### src/sv/block_rms_level_meter_top_macros.svh
// Assertion macros for the block RMS level meter.
// Used by block_rms_level_meter_top; expects clk and rst_n in scope.
`ifndef BLOCK_RMS_LEVEL_METER_TOP_MACROS_SVH
`define BLOCK_RMS_LEVEL_METER_TOP_MACROS_SVH
`ifndef SYNTHESIS
`define BRLM_ASSERT_IMPLIES(label, ante, cons) \
    label: assert property (@(posedge clk) disable iff (!rst_n) (ante) |-> (cons)) \
        else $error("brlm: same-cycle check failed");
`define BRLM_ASSERT_NEXT(label, ante, cons) \
    label: assert property (@(posedge clk) disable iff (!rst_n) (ante) |=> (cons)) \
        else $error("brlm: next-cycle check failed");
`else
`define BRLM_ASSERT_IMPLIES(label, ante, cons)
`define BRLM_ASSERT_NEXT(label, ante, cons)
`endif
`endif

### src/sv/brlm_pkg.sv
// Package of the block RMS level meter: widths, register codes, control structs.
// No dependencies.
package brlm_pkg;

    localparam int SAMPLE_BITS   = 16;
    localparam int COUNT_BITS    = 16;
    localparam int FIELD_BITS    = 16;
    localparam int COEF_BITS     = 16;
    localparam int MAG_BITS      = SAMPLE_BITS;
    localparam int SQ_BITS       = 2 * SAMPLE_BITS - 1;
    localparam int SUM_BITS      = SQ_BITS + COUNT_BITS;
    localparam int QUO_BITS      = SQ_BITS;
    localparam int ROOT_BITS     = SAMPLE_BITS;
    localparam int WEIGHT_BITS   = COEF_BITS + 1;
    localparam int CFG_DATA_BITS = 32;
    localparam int CFG_ADDR_BITS = 4;
    localparam int REG_IDX_BITS  = CFG_ADDR_BITS - 2;

    localparam logic [ROOT_BITS-1:0]   LEVEL_MAX        = ROOT_BITS'(1) << (ROOT_BITS - 1);
    localparam logic [WEIGHT_BITS-1:0] WEIGHT_ONE       = WEIGHT_BITS'(1) << COEF_BITS;
    localparam logic [COUNT_BITS-1:0]  BLOCK_SIZE_RESET = COUNT_BITS'(480);

    localparam logic [REG_IDX_BITS-1:0] REG_BLOCK_SIZE = REG_IDX_BITS'(0);
    localparam logic [REG_IDX_BITS-1:0] REG_ATTACK     = REG_IDX_BITS'(1);
    localparam logic [REG_IDX_BITS-1:0] REG_RELEASE    = REG_IDX_BITS'(2);

    typedef struct packed {
        logic start;
        logic clear;
    } brlm_ctl_t;

    typedef struct packed {
        logic busy;
        logic done;
    } brlm_sts_t;

endpackage

### src/sv/brlm_if.sv
// Word channels of the block RMS level meter: sample input and level output.
// Depends on brlm_pkg.
interface brlm_in_if;
    logic                                   valid;
    logic                                   ready;
    logic signed [brlm_pkg::SAMPLE_BITS-1:0] sample;

    modport source (output valid, output sample, input ready);
    modport sink (input valid, input sample, output ready);
endinterface

interface brlm_out_if;
    logic                            valid;
    logic                            ready;
    logic [brlm_pkg::FIELD_BITS-1:0] level;
    logic [brlm_pkg::FIELD_BITS-1:0] block_rms;

    modport source (output valid, output level, output block_rms, input ready);
    modport sink (input valid, input level, input block_rms, output ready);
endinterface

### src/sv/brlm_sqacc.sv
// Serial squarer and block accumulator: one multiplier bit per cycle, then one add.
// Depends on brlm_pkg.
module brlm_sqacc (
    input  logic                                    clk,
    input  logic                                    rst_n,
    input  brlm_pkg::brlm_ctl_t                     ctl,
    input  logic signed [brlm_pkg::SAMPLE_BITS-1:0] sample,
    input  logic [brlm_pkg::COUNT_BITS-1:0]         block_len,
    output brlm_pkg::brlm_sts_t                     sts,
    output logic [brlm_pkg::SUM_BITS-1:0]           sum,
    output logic                                    block_end
);
    import brlm_pkg::*;

    localparam int STEP_W = $clog2(MAG_BITS + 1);
    localparam logic [STEP_W-1:0] LAST_STEP = STEP_W'(MAG_BITS);

    logic                  busy_reg;
    logic                  done_reg;
    logic                  end_reg;
    logic [STEP_W-1:0]     step_reg;
    logic [MAG_BITS-1:0]   mcand_reg;
    logic [MAG_BITS-1:0]   hi_reg;
    logic [MAG_BITS-1:0]   lo_reg;
    logic [SUM_BITS-1:0]   sum_reg;
    logic [COUNT_BITS-1:0] count_reg;

    logic [MAG_BITS-1:0]   raw;
    logic [MAG_BITS-1:0]   mag;
    logic [MAG_BITS:0]     psum;
    logic [MAG_BITS-1:0]   hi_next;
    logic [MAG_BITS-1:0]   lo_next;
    logic [2*MAG_BITS-1:0] product;
    logic [SUM_BITS-1:0]   sum_next;
    logic [COUNT_BITS-1:0] count_next;
    logic                  end_next;
    logic                  last_step;

    always_comb
    begin
        raw        = sample;
        mag        = raw[MAG_BITS-1] ? (~raw + MAG_BITS'(1)) : raw;
        psum       = {1'b0, hi_reg} + (lo_reg[0] ? {1'b0, mcand_reg} : (MAG_BITS + 1)'(0));
        hi_next    = psum[MAG_BITS:1];
        lo_next    = {psum[0], lo_reg[MAG_BITS-1:1]};
        product    = {hi_reg, lo_reg};
        sum_next   = sum_reg + SUM_BITS'(product[SQ_BITS-1:0]);
        count_next = count_reg + COUNT_BITS'(1);
        end_next   = (count_next >= block_len);
        last_step  = (step_reg == LAST_STEP);
    end

    always_ff @(posedge clk or negedge rst_n)
    begin
        if (!rst_n)
        begin
            busy_reg  <= 1'b0;
            done_reg  <= 1'b0;
            end_reg   <= 1'b0;
            step_reg  <= '0;
            sum_reg   <= '0;
            count_reg <= '0;
        end
        else
        begin
            done_reg <= 1'b0;
            if (ctl.clear)
            begin
                sum_reg   <= '0;
                count_reg <= '0;
            end
            if (ctl.start)
            begin
                busy_reg <= 1'b1;
                step_reg <= '0;
            end
            else if (busy_reg)
            begin
                if (last_step)
                begin
                    sum_reg   <= sum_next;
                    count_reg <= count_next;
                    end_reg   <= end_next;
                    done_reg  <= 1'b1;
                    busy_reg  <= 1'b0;
                end
                else
                begin
                    step_reg <= step_reg + STEP_W'(1);
                end
            end
        end
    end

    always_ff @(posedge clk)
    begin
        if (ctl.start)
        begin
            mcand_reg <= mag;
            hi_reg    <= '0;
            lo_reg    <= mag;
        end
        else if (busy_reg && !last_step)
        begin
            hi_reg <= hi_next;
            lo_reg <= lo_next;
        end
    end

    assign sts.busy  = busy_reg;
    assign sts.done  = done_reg;
    assign sum       = sum_reg;
    assign block_end = end_reg;

endmodule

### src/sv/brlm_div.sv
// Restoring divider for the mean square: one quotient bit per cycle.
// Depends on brlm_pkg.
module brlm_div (
    input  logic                            clk,
    input  logic                            rst_n,
    input  logic                            start,
    input  logic [brlm_pkg::SUM_BITS-1:0]   dividend,
    input  logic [brlm_pkg::COUNT_BITS-1:0] divisor,
    output brlm_pkg::brlm_sts_t             sts,
    output logic [brlm_pkg::QUO_BITS-1:0]   quotient
);
    import brlm_pkg::*;

    localparam int STEP_W = $clog2(QUO_BITS);
    localparam logic [STEP_W-1:0] FIRST_STEP = STEP_W'(QUO_BITS - 1);

    logic                  busy_reg;
    logic                  done_reg;
    logic [STEP_W-1:0]     step_reg;
    logic [COUNT_BITS-1:0] rem_reg;
    logic [COUNT_BITS-1:0] dvs_reg;
    logic [QUO_BITS-1:0]   dq_reg;

    logic [COUNT_BITS:0]   trial;
    logic [COUNT_BITS:0]   diff;
    logic                  fits;
    logic [COUNT_BITS-1:0] rem_next;
    logic [QUO_BITS-1:0]   dq_next;

    always_comb
    begin
        trial    = {rem_reg, dq_reg[QUO_BITS-1]};
        diff     = trial - {1'b0, dvs_reg};
        fits     = (trial >= {1'b0, dvs_reg});
        rem_next = fits ? diff[COUNT_BITS-1:0] : trial[COUNT_BITS-1:0];
        dq_next  = {dq_reg[QUO_BITS-2:0], fits};
    end

    always_ff @(posedge clk or negedge rst_n)
    begin
        if (!rst_n)
        begin
            busy_reg <= 1'b0;
            done_reg <= 1'b0;
            step_reg <= '0;
        end
        else
        begin
            done_reg <= 1'b0;
            if (start)
            begin
                busy_reg <= 1'b1;
                step_reg <= FIRST_STEP;
            end
            else if (busy_reg)
            begin
                if (step_reg == '0)
                begin
                    busy_reg <= 1'b0;
                    done_reg <= 1'b1;
                end
                else
                begin
                    step_reg <= step_reg - STEP_W'(1);
                end
            end
        end
    end

    always_ff @(posedge clk)
    begin
        if (start)
        begin
            rem_reg <= dividend[SUM_BITS-1:QUO_BITS];
            dq_reg  <= dividend[QUO_BITS-1:0];
            dvs_reg <= divisor;
        end
        else if (busy_reg)
        begin
            rem_reg <= rem_next;
            dq_reg  <= dq_next;
        end
    end

    assign sts.busy = busy_reg;
    assign sts.done = done_reg;
    assign quotient = dq_reg;

endmodule

### src/sv/brlm_sqrt.sv
// Digit-by-digit integer square root: two radicand bits, one root bit per cycle.
// Depends on brlm_pkg.
module brlm_sqrt (
    input  logic                           clk,
    input  logic                           rst_n,
    input  logic                           start,
    input  logic [brlm_pkg::QUO_BITS-1:0]  radicand,
    output brlm_pkg::brlm_sts_t            sts,
    output logic [brlm_pkg::ROOT_BITS-1:0] root
);
    import brlm_pkg::*;

    localparam int RAD_BITS = 2 * ROOT_BITS;
    localparam int STEP_W   = $clog2(ROOT_BITS);
    localparam logic [STEP_W-1:0] FIRST_STEP = STEP_W'(ROOT_BITS - 1);

    logic                 busy_reg;
    logic                 done_reg;
    logic [STEP_W-1:0]    step_reg;
    logic [RAD_BITS-1:0]  rad_reg;
    logic [ROOT_BITS-1:0] rem_reg;
    logic [ROOT_BITS-1:0] root_reg;

    logic [ROOT_BITS+1:0] tmp;
    logic [ROOT_BITS+1:0] trial;
    logic [ROOT_BITS+1:0] diff;
    logic                 fits;

    always_comb
    begin
        tmp   = {rem_reg, rad_reg[RAD_BITS-1 -: 2]};
        trial = {root_reg, 2'b01};
        diff  = tmp - trial;
        fits  = (tmp >= trial);
    end

    always_ff @(posedge clk or negedge rst_n)
    begin
        if (!rst_n)
        begin
            busy_reg <= 1'b0;
            done_reg <= 1'b0;
            step_reg <= '0;
        end
        else
        begin
            done_reg <= 1'b0;
            if (start)
            begin
                busy_reg <= 1'b1;
                step_reg <= FIRST_STEP;
            end
            else if (busy_reg)
            begin
                if (step_reg == '0)
                begin
                    busy_reg <= 1'b0;
                    done_reg <= 1'b1;
                end
                else
                begin
                    step_reg <= step_reg - STEP_W'(1);
                end
            end
        end
    end

    always_ff @(posedge clk)
    begin
        if (start)
        begin
            rad_reg  <= RAD_BITS'(radicand);
            rem_reg  <= '0;
            root_reg <= '0;
        end
        else if (busy_reg)
        begin
            rad_reg  <= rad_reg << 2;
            rem_reg  <= fits ? diff[ROOT_BITS-1:0] : tmp[ROOT_BITS-1:0];
            root_reg <= {root_reg[ROOT_BITS-2:0], fits};
        end
    end

    assign sts.busy = busy_reg;
    assign sts.done = done_reg;
    assign root     = root_reg;

endmodule

### src/sv/brlm_smooth.sv
// Attack/release smoother: serial weighted sum of block RMS and held level.
// Holds the level register. Depends on brlm_pkg.
module brlm_smooth (
    input  logic                           clk,
    input  logic                           rst_n,
    input  brlm_pkg::brlm_ctl_t            ctl,
    input  logic [brlm_pkg::ROOT_BITS-1:0] rms,
    input  logic [brlm_pkg::COEF_BITS-1:0] attack_coeff,
    input  logic [brlm_pkg::COEF_BITS-1:0] release_coeff,
    output brlm_pkg::brlm_sts_t            sts,
    output logic [brlm_pkg::ROOT_BITS-1:0] level
);
    import brlm_pkg::*;

    localparam int STEP_W = $clog2(WEIGHT_BITS);
    localparam logic [STEP_W-1:0] FIRST_STEP = STEP_W'(WEIGHT_BITS - 1);

    logic                   busy_reg;
    logic                   done_reg;
    logic [STEP_W-1:0]      step_reg;
    logic [ROOT_BITS-1:0]   held_reg;
    logic [ROOT_BITS-1:0]   rms_reg;
    logic [WEIGHT_BITS-1:0] w_reg;
    logic [COEF_BITS-1:0]   c_reg;
    logic [ROOT_BITS:0]     acc_reg;

    logic [COEF_BITS-1:0]   c_sel;
    logic [WEIGHT_BITS-1:0] w_init;
    logic [ROOT_BITS:0]     addend;
    logic [ROOT_BITS+1:0]   psum;
    logic [ROOT_BITS:0]     acc_next;
    logic [ROOT_BITS-1:0]   level_next;

    always_comb
    begin
        c_sel      = (rms < held_reg) ? release_coeff : attack_coeff;
        w_init     = WEIGHT_ONE - {1'b0, c_sel};
        addend     = {1'b0, (w_reg[0] ? rms_reg : ROOT_BITS'(0))}
                   + {1'b0, (c_reg[0] ? held_reg : ROOT_BITS'(0))};
        psum       = {1'b0, acc_reg} + {1'b0, addend};
        acc_next   = psum[ROOT_BITS+1:1];
        level_next = psum[ROOT_BITS-1:0];
    end

    always_ff @(posedge clk or negedge rst_n)
    begin
        if (!rst_n)
        begin
            busy_reg <= 1'b0;
            done_reg <= 1'b0;
            step_reg <= '0;
            held_reg <= '0;
        end
        else
        begin
            done_reg <= 1'b0;
            if (ctl.clear)
            begin
                held_reg <= '0;
            end
            if (ctl.start)
            begin
                busy_reg <= 1'b1;
                step_reg <= FIRST_STEP;
            end
            else if (busy_reg)
            begin
                if (step_reg == '0)
                begin
                    held_reg <= level_next;
                    busy_reg <= 1'b0;
                    done_reg <= 1'b1;
                end
                else
                begin
                    step_reg <= step_reg - STEP_W'(1);
                end
            end
        end
    end

    always_ff @(posedge clk)
    begin
        if (ctl.start)
        begin
            rms_reg <= rms;
            w_reg   <= w_init;
            c_reg   <= c_sel;
            acc_reg <= '0;
        end
        else if (busy_reg)
        begin
            w_reg   <= w_reg >> 1;
            c_reg   <= c_reg >> 1;
            acc_reg <= acc_next;
        end
    end

    assign sts.busy = busy_reg;
    assign sts.done = done_reg;
    assign level    = held_reg;

endmodule

### src/sv/block_rms_level_meter_top.sv
// Block RMS level meter, top level: APB registers, sequencer, output word register.
// Depends on brlm_pkg, brlm_if, brlm_sqacc, brlm_div, brlm_sqrt, brlm_smooth
// and block_rms_level_meter_top_macros.svh.
//
// Usage:
//   samples carries one signed Q1.15 sample per word; levels carries one
//   word per finished block: the smoothed level and the raw block RMS.
//   Each sample is squared one multiplier bit per cycle in the squarer, and
//   samples.ready stays low until the squarer is done, so a new sample is
//   taken only after the last one is squared. The last sample of a block
//   then runs the divider, the root unit and the smoother in that order, and
//   its level word is loaded into the output register, and samples.ready
//   stays low until that load. These serial units set the throughput.
//   The result waits in an output register, so a new sample is taken while
//   levels stalls; a further result waits until that register frees.
//   Reset clears sum, count and level; block_size becomes 480, coefficients 0.
//   Writing block_size, attack_coeff or release_coeff clears the same state.
`include "block_rms_level_meter_top_macros.svh"

module block_rms_level_meter_top (
    input  logic                               clk,
    input  logic                               rst_n,
    brlm_in_if.sink                            samples,
    brlm_out_if.source                         levels,
    input  logic                               psel,
    input  logic                               penable,
    input  logic                               pwrite,
    input  logic [brlm_pkg::CFG_ADDR_BITS-1:0] paddr,
    input  logic [brlm_pkg::CFG_DATA_BITS-1:0] pwdata,
    output logic [brlm_pkg::CFG_DATA_BITS-1:0] prdata,
    output logic                               pready
);
    import brlm_pkg::*;

    typedef enum logic [2:0] {
        S_IDLE,
        S_SQ,
        S_DIV,
        S_ROOT,
        S_SMOOTH,
        S_EMIT
    } state_t;

    state_t                  state_reg;
    logic                    out_valid_reg;
    logic [FIELD_BITS-1:0]   level_out_reg;
    logic [FIELD_BITS-1:0]   rms_out_reg;
    logic [COUNT_BITS-1:0]   block_size_reg;
    logic [COEF_BITS-1:0]    attack_reg;
    logic [COEF_BITS-1:0]    release_reg;

    logic [REG_IDX_BITS-1:0] reg_idx;
    logic                    cfg_write;
    logic                    cfg_clear;
    logic [COUNT_BITS-1:0]   block_len;
    logic                    accept_in;
    logic                    emit_ok;
    logic                    div_start;

    brlm_ctl_t               sq_ctl;
    brlm_ctl_t               sm_ctl;
    brlm_sts_t               sq_sts;
    brlm_sts_t               div_sts;
    brlm_sts_t               root_sts;
    brlm_sts_t               sm_sts;
    logic [SUM_BITS-1:0]     sq_sum;
    logic                    sq_end;
    logic [QUO_BITS-1:0]     mean_sq;
    logic [ROOT_BITS-1:0]    root_val;
    logic [ROOT_BITS-1:0]    held_level;
    logic [3:0]              unit_busy;
    logic                    out_in_range;

    assign reg_idx   = paddr[CFG_ADDR_BITS-1:2];
    assign cfg_write = psel && penable && pwrite;
    assign pready    = 1'b1;

    always_comb
    begin
        unique case (reg_idx)
            REG_BLOCK_SIZE:
            begin
                cfg_clear = cfg_write;
                prdata    = CFG_DATA_BITS'(block_size_reg);
            end
            REG_ATTACK:
            begin
                cfg_clear = cfg_write;
                prdata    = CFG_DATA_BITS'(attack_reg);
            end
            REG_RELEASE:
            begin
                cfg_clear = cfg_write;
                prdata    = CFG_DATA_BITS'(release_reg);
            end
            default:
            begin
                cfg_clear = 1'b0;
                prdata    = '0;
            end
        endcase
    end

    always_ff @(posedge clk or negedge rst_n)
    begin
        if (!rst_n)
        begin
            block_size_reg <= BLOCK_SIZE_RESET;
            attack_reg     <= '0;
            release_reg    <= '0;
        end
        else if (cfg_write)
        begin
            unique case (reg_idx)
                REG_BLOCK_SIZE: block_size_reg <= pwdata[COUNT_BITS-1:0];
                REG_ATTACK:     attack_reg     <= pwdata[COEF_BITS-1:0];
                REG_RELEASE:    release_reg    <= pwdata[COEF_BITS-1:0];
                default:        ;
            endcase
        end
    end

    assign block_len = (block_size_reg == '0) ? COUNT_BITS'(1) : block_size_reg;

    assign samples.ready = (state_reg == S_IDLE);
    assign accept_in     = samples.valid && samples.ready;
    assign div_start     = sq_sts.done && sq_end;
    assign emit_ok       = (state_reg == S_EMIT) && (!out_valid_reg || levels.ready);

    assign sq_ctl.start = accept_in;
    assign sq_ctl.clear = cfg_clear || div_start;
    assign sm_ctl.start = root_sts.done;
    assign sm_ctl.clear = cfg_clear;

    brlm_sqacc u_sqacc (
        .clk       (clk),
        .rst_n     (rst_n),
        .ctl       (sq_ctl),
        .sample    (samples.sample),
        .block_len (block_len),
        .sts       (sq_sts),
        .sum       (sq_sum),
        .block_end (sq_end)
    );

    brlm_div u_div (
        .clk      (clk),
        .rst_n    (rst_n),
        .start    (div_start),
        .dividend (sq_sum),
        .divisor  (block_len),
        .sts      (div_sts),
        .quotient (mean_sq)
    );

    brlm_sqrt u_sqrt (
        .clk      (clk),
        .rst_n    (rst_n),
        .start    (div_sts.done),
        .radicand (mean_sq),
        .sts      (root_sts),
        .root     (root_val)
    );

    brlm_smooth u_smooth (
        .clk           (clk),
        .rst_n         (rst_n),
        .ctl           (sm_ctl),
        .rms           (root_val),
        .attack_coeff  (attack_reg),
        .release_coeff (release_reg),
        .sts           (sm_sts),
        .level         (held_level)
    );

    always_ff @(posedge clk or negedge rst_n)
    begin
        if (!rst_n)
        begin
            state_reg     <= S_IDLE;
            out_valid_reg <= 1'b0;
            level_out_reg <= '0;
            rms_out_reg   <= '0;
        end
        else
        begin
            unique case (state_reg)
                S_IDLE:
                begin
                    if (accept_in)
                    begin
                        state_reg <= S_SQ;
                    end
                end
                S_SQ:
                begin
                    if (sq_sts.done)
                    begin
                        state_reg <= sq_end ? S_DIV : S_IDLE;
                    end
                end
                S_DIV:
                begin
                    if (div_sts.done)
                    begin
                        state_reg <= S_ROOT;
                    end
                end
                S_ROOT:
                begin
                    if (root_sts.done)
                    begin
                        state_reg <= S_SMOOTH;
                    end
                end
                S_SMOOTH:
                begin
                    if (sm_sts.done)
                    begin
                        state_reg <= S_EMIT;
                    end
                end
                S_EMIT:
                begin
                    if (emit_ok)
                    begin
                        state_reg <= S_IDLE;
                    end
                end
                default:
                begin
                    state_reg <= S_IDLE;
                end
            endcase

            if (emit_ok)
            begin
                out_valid_reg <= 1'b1;
                level_out_reg <= FIELD_BITS'(held_level);
                rms_out_reg   <= FIELD_BITS'(root_val);
            end
            else if (levels.ready)
            begin
                out_valid_reg <= 1'b0;
            end
        end
    end

    assign levels.valid     = out_valid_reg;
    assign levels.level     = level_out_reg;
    assign levels.block_rms = rms_out_reg;

    assign unit_busy    = {sq_sts.busy, div_sts.busy, root_sts.busy, sm_sts.busy};
    assign out_in_range = (level_out_reg <= FIELD_BITS'(LEVEL_MAX))
                       && (rms_out_reg <= FIELD_BITS'(LEVEL_MAX));

    `BRLM_ASSERT_NEXT(a_block_end_starts_div, sq_sts.done && sq_end, div_sts.busy)
    `BRLM_ASSERT_IMPLIES(a_one_unit_busy, 1'b1, $onehot0(unit_busy))
    `BRLM_ASSERT_IMPLIES(a_ready_units_idle, samples.ready, unit_busy == '0)
    `BRLM_ASSERT_IMPLIES(a_out_in_range, out_valid_reg, out_in_range)

endmodule

### src/flat_wrapper.sv
// flat-port wrapper written by rule: the top's interface ports become plain ports
module block_rms_level_meter_top_flat import brlm_pkg::*;
  (clk, rst_n, psel, penable, pwrite, paddr, pwdata, prdata, pready, samples_valid, samples_sample, samples_ready, levels_valid, levels_level, levels_block_rms, levels_ready);
  brlm_in_if samples_i ();
  brlm_out_if levels_i ();
  input  logic clk;
  input  logic rst_n;
  input  logic psel;
  input  logic penable;
  input  logic pwrite;
  input  logic [brlm_pkg::CFG_ADDR_BITS-1:0] paddr;
  input  logic [brlm_pkg::CFG_DATA_BITS-1:0] pwdata;
  output logic [brlm_pkg::CFG_DATA_BITS-1:0] prdata;
  output logic pready;
  input wire logic [$bits(samples_i.valid)-1:0] samples_valid;
  input wire logic [$bits(samples_i.sample)-1:0] samples_sample;
  output wire logic [$bits(samples_i.ready)-1:0] samples_ready;
  output wire logic [$bits(levels_i.valid)-1:0] levels_valid;
  output wire logic [$bits(levels_i.level)-1:0] levels_level;
  output wire logic [$bits(levels_i.block_rms)-1:0] levels_block_rms;
  input wire logic [$bits(levels_i.ready)-1:0] levels_ready;
  assign samples_i.valid = samples_valid;
  assign samples_i.sample = samples_sample;
  assign samples_ready = samples_i.ready;
  assign levels_valid = levels_i.valid;
  assign levels_level = levels_i.level;
  assign levels_block_rms = levels_i.block_rms;
  assign levels_i.ready = levels_ready;
  block_rms_level_meter_top u_core (.clk(clk), .rst_n(rst_n), .samples(samples_i), .levels(levels_i), .psel(psel), .penable(penable), .pwrite(pwrite), .paddr(paddr), .pwdata(pwdata), .prdata(prdata), .pready(pready));
endmodule
### config.mk
export PLATFORM = sky130hd
export DESIGN_NAME = block_rms_level_meter_top_flat
export DESIGN_NICKNAME = d
export VERILOG_FILES = /design/src/sv/brlm_pkg.sv /design/src/sv/brlm_if.sv /design/src/sv/brlm_sqacc.sv /design/src/sv/brlm_div.sv /design/src/sv/brlm_sqrt.sv /design/src/sv/brlm_smooth.sv /design/src/sv/block_rms_level_meter_top.sv /design/src/flat_wrapper.sv
export VERILOG_INCLUDE_DIRS = /design/src /design/src/sv
export SDC_FILE = /design/constraint.sdc
export NUM_CORES = 1
export LEC_CHECK = 0
export BUFFER_PORTS_ARGS = -buffer_cell sky130_fd_sc_hd__buf_2
export CORE_ASPECT_RATIO = 2
export CORE_MARGIN = 2
export CORE_UTILIZATION = 56
export DETAILED_ROUTE_END_ITERATION = 8
export PLACE_DENSITY = 0.78
export SYNTH_ARGS = -nofsm -noshare
export SYNTH_HDL_FRONTEND = slang
export SYNTH_HIERARCHICAL = 1
export SYNTH_SLANG_ARGS = --single-unit
### constraint.sdc
create_clock -name clk -period 4.2 [get_ports clk]
set_input_delay 0.21 -clock clk [delete_from_list [all_inputs] [get_ports clk]]
set_output_delay 0.21 -clock clk [all_outputs]
set_load 0.05 [all_outputs]
==> summary.md <==
| Metric | Value |
|---|---|
| Status | `finished clean` |
| GR peak layer | `met2` |
| Post-Layout Inst Area | `approximately 28,000 um2` |
| Worst path arrival time | `~4300 ps` |
| Via count | `approximately 19,000` |
| Num CTS Buffers | `about 40` |
| Clock buffer depth | `3` |
| Hold depth | `2` |
| Initial DRT Pass Iterations | `5` |
| Net switching power | `about 6.4 mW` |
| Worst Skew | `approximately 20 ps` |
| Iteration-0 DRC Markers | `approximately 1,200` |
| CTS tree | `yes` |
| Hold Violations, Final | `0` |
| Non-Filler Instances | `3,096` |
| Fillers | `~3,600` |
| Detail Route Antenna Nets | `0` |
| Setup crit start | `u_core/u_smooth/level[10]$_DFF_PN0_` |
| Worst Max-Slew Pin Slew | `1167 ps` |
| Antenna violations before repair | `0` |
| Final Total Pwr | `between 15 and 20 mW` |
| Post_cts resized | `0` |
| Diodes inserted | `0` |
| GR Overflow Total | `0` |
| # Post-CTS Setup Buffers | `0` |
| Crit path cell chain | `inv_1 -> ha_1 -> nand4_1 -> nor4_1 -> o31ai_1 -> a31oi_4 -> mux2i_1 -> ha_1 -> nor3b_1 -> buf_4 -> nand2_1 -> or2_2 -> nor2_1 -> mux2i_1 -> xnor2_1 -> mux2_2` |
| Reg2Reg Setup Slack | `190 ps` |
| Cell area power density | `about 590 nW/um2` |
| Layout cells sized above 1 | `0.1688` |
| Fmax | `249.6 MHz` |
| # DRC | `0` |
| Placed insts | `3,002` |
| Logic pwr share | `0.406` |
| Worst vdd ir | `between 0.6 and 0.7 mV` |
| CTS Hold Buffers Added | `18` |
| Die Span X | `154.7 um` |
| GRT Util Overall | `0.2607` |
| Clock share of power | `0.244` |
| Max cap viols | `0` |
| End of the worst register-to-register path | `u_core/u_smooth/w_reg[8]$_DFFE_PP_` |
| Headroom to the max-slew limit | `0.2221` |
| # clock sinks | `between 400 and 500` |
| Synth Warn # | `6` |
| Leak | `~12 nW` |
| Crit end category | `flip-flop` |
| GR Util met2 | `0.4926` |
| CTS root buf | `clkbuf_16` |
| Critical Path Fanout Max | `4` |
| Area Overhead vs Synth | `9.644%` |
| Seq pwr share | `0.350` |
| Slew Limit Fails | `0` |
| RSZ-0062 raised after global routing | `false` |
| Power Internal | `approximately 10 mW` |
| HP Class | `in2reg` |
| Post-synthesis cell area | `~25,000 um2` |
| DP HPWL | `45,530 um` |
| Rows | `110` |
| CP startpoint kind | `flip-flop` |
| PortBufs | `90` |
| Starting density of the core | `0.5653` |
| Largest register FFs | `47` |
| Fraction of met3 tracks used by global routing | `0.02977` |
| H-tree Lvls | `2` |
| Max stage delay on crit path | `between 300 and 400 ps` |
| Clock-pin slew on the worst setup and hold paths | `around 60 ps` |
| First-pass GRT wire length | `between 90,000 and 100,000 um` |
| Met1 GRT Util | `0.2644` |
| Cell count after synthesis | `2,439` |
| Via/cell ratio | `slightly above 6` |
| CP max stage cell | `dfrtp_1` |
| Largest net degree at the start of global routing | `between 100 and 150` |
| Hold EP | `u_core/u_sqacc/mcand_reg[15]$_DFFE_PP_` |
| Dpl cell area | `around 26,000 um2` |
| Worst hold slack | `roughly 44 ps` |
| Commonest cells after routing, fill and taps aside | `dfrtp_1 (184), nand2_1 (179), edfxtp_1 (175), nor2_1 (157), mux2_2 (152)` |
| Drt wl/cell | `20.16 um` |
| RePlAce Congestion | `between 0.9 and 1` |
| Reg2Reg Depth | `16` |
| CORE AREA | `between 40,000 and 50,000 um2` |
| Hold wc startpoint | `samples_sample[14]` |
| Net Sw Frac | `0.3882` |
| Clk_lat worst skew | `between 500 and 600 ps` |
| Most common cell after layout, fill and taps aside | `dfrtp_1` |
| Fin crit period | `between 4000 and 5000 ps` |
| WL final | `between 60,000 and 70,000 um` |
| IO Pins | `126` |
| Die area | `roughly 47,000 um2` |
| Final Setup Violations | `0` |
| Reg2reg start | `u_core/u_smooth/level[10]$_DFF_PN0_` |
| Setup_tns | `0 ps` |
| Fin util | `0.6198` |
| Post-Place Setup Slack | `around 260 ps` |
| Crit path kind | `reg2reg` |
| Final period util | `0.9540` |
| Final worst setup slack | `about 190 ps` |
| Nets | `2,719` |
| Req. time, crit path | `around 4500 ps` |
| Chip Height | `between 300 and 400 um` |
| Avg Inst Size Synth | `between 10 and 15 um2` |
| Vias in the first global route | `19,692` |
[power by group through the flow]
stage          combinational (mW)  clock, mW  sequential [mW]
3_5_place_dp                 6.55          0             5.84
4_1_cts                      6.61       4.10             5.76
2_1_floorplan                5.01          0             5.76
5_1_grt                      7.27       4.24             5.85
6_report                     6.70       4.02             5.76
3_3_place_gp                 6.33          0             5.80
[worst max-delay path by stage]
stage                                           to  depth (start not counted)
6_report        u_core/u_smooth/w_reg[8]$_DFFE_PP_                         16
5_1_grt        u_core/u_smooth/w_reg[14]$_DFFE_PP_                         16
4_1_cts         u_core/u_smooth/w_reg[8]$_DFFE_PP_                         16
3_5_place_dp    u_core/u_smooth/w_reg[8]$_DFFE_PP_                         16
3_3_place_gp   u_core/u_smooth/w_reg[14]$_DFFE_PP_                         15
2_1_floorplan  u_core/u_smooth/w_reg[14]$_DFFE_PP_                         16
[worst max-delay path: cells and delay by family (launching register included)]
family	cells	cell delay, ps
xor gates and xnor gates	1	150
muxes	3	700
AOI/OAI and AO/OA	2	430
and+or+nand+nor	6	1300
buffers and inverters	2	230
DFF	1	380
adders and majority gates	2	560
[routing by layer]
layer	share of wire	vias to the layer above
li1	-	8927
met1	0.35	9353
met2	0.54	637
met3	0.040	226
met4	0.071	0
met5	0	-
[area by class of cell]
cell class	instances	area (um2)	area share
multi-input combinational	1759	12970	0.4651
tap	560	700.7	0.02512
timing repair buffer	152	969.7	0.03476
clock inverter	18	275.3	0.009868
inverter	117	439.2	0.01574
clock buffer	58	1172	0.04203
sequential	432	11360	0.4074
Power figures use the tool's default switching activity.
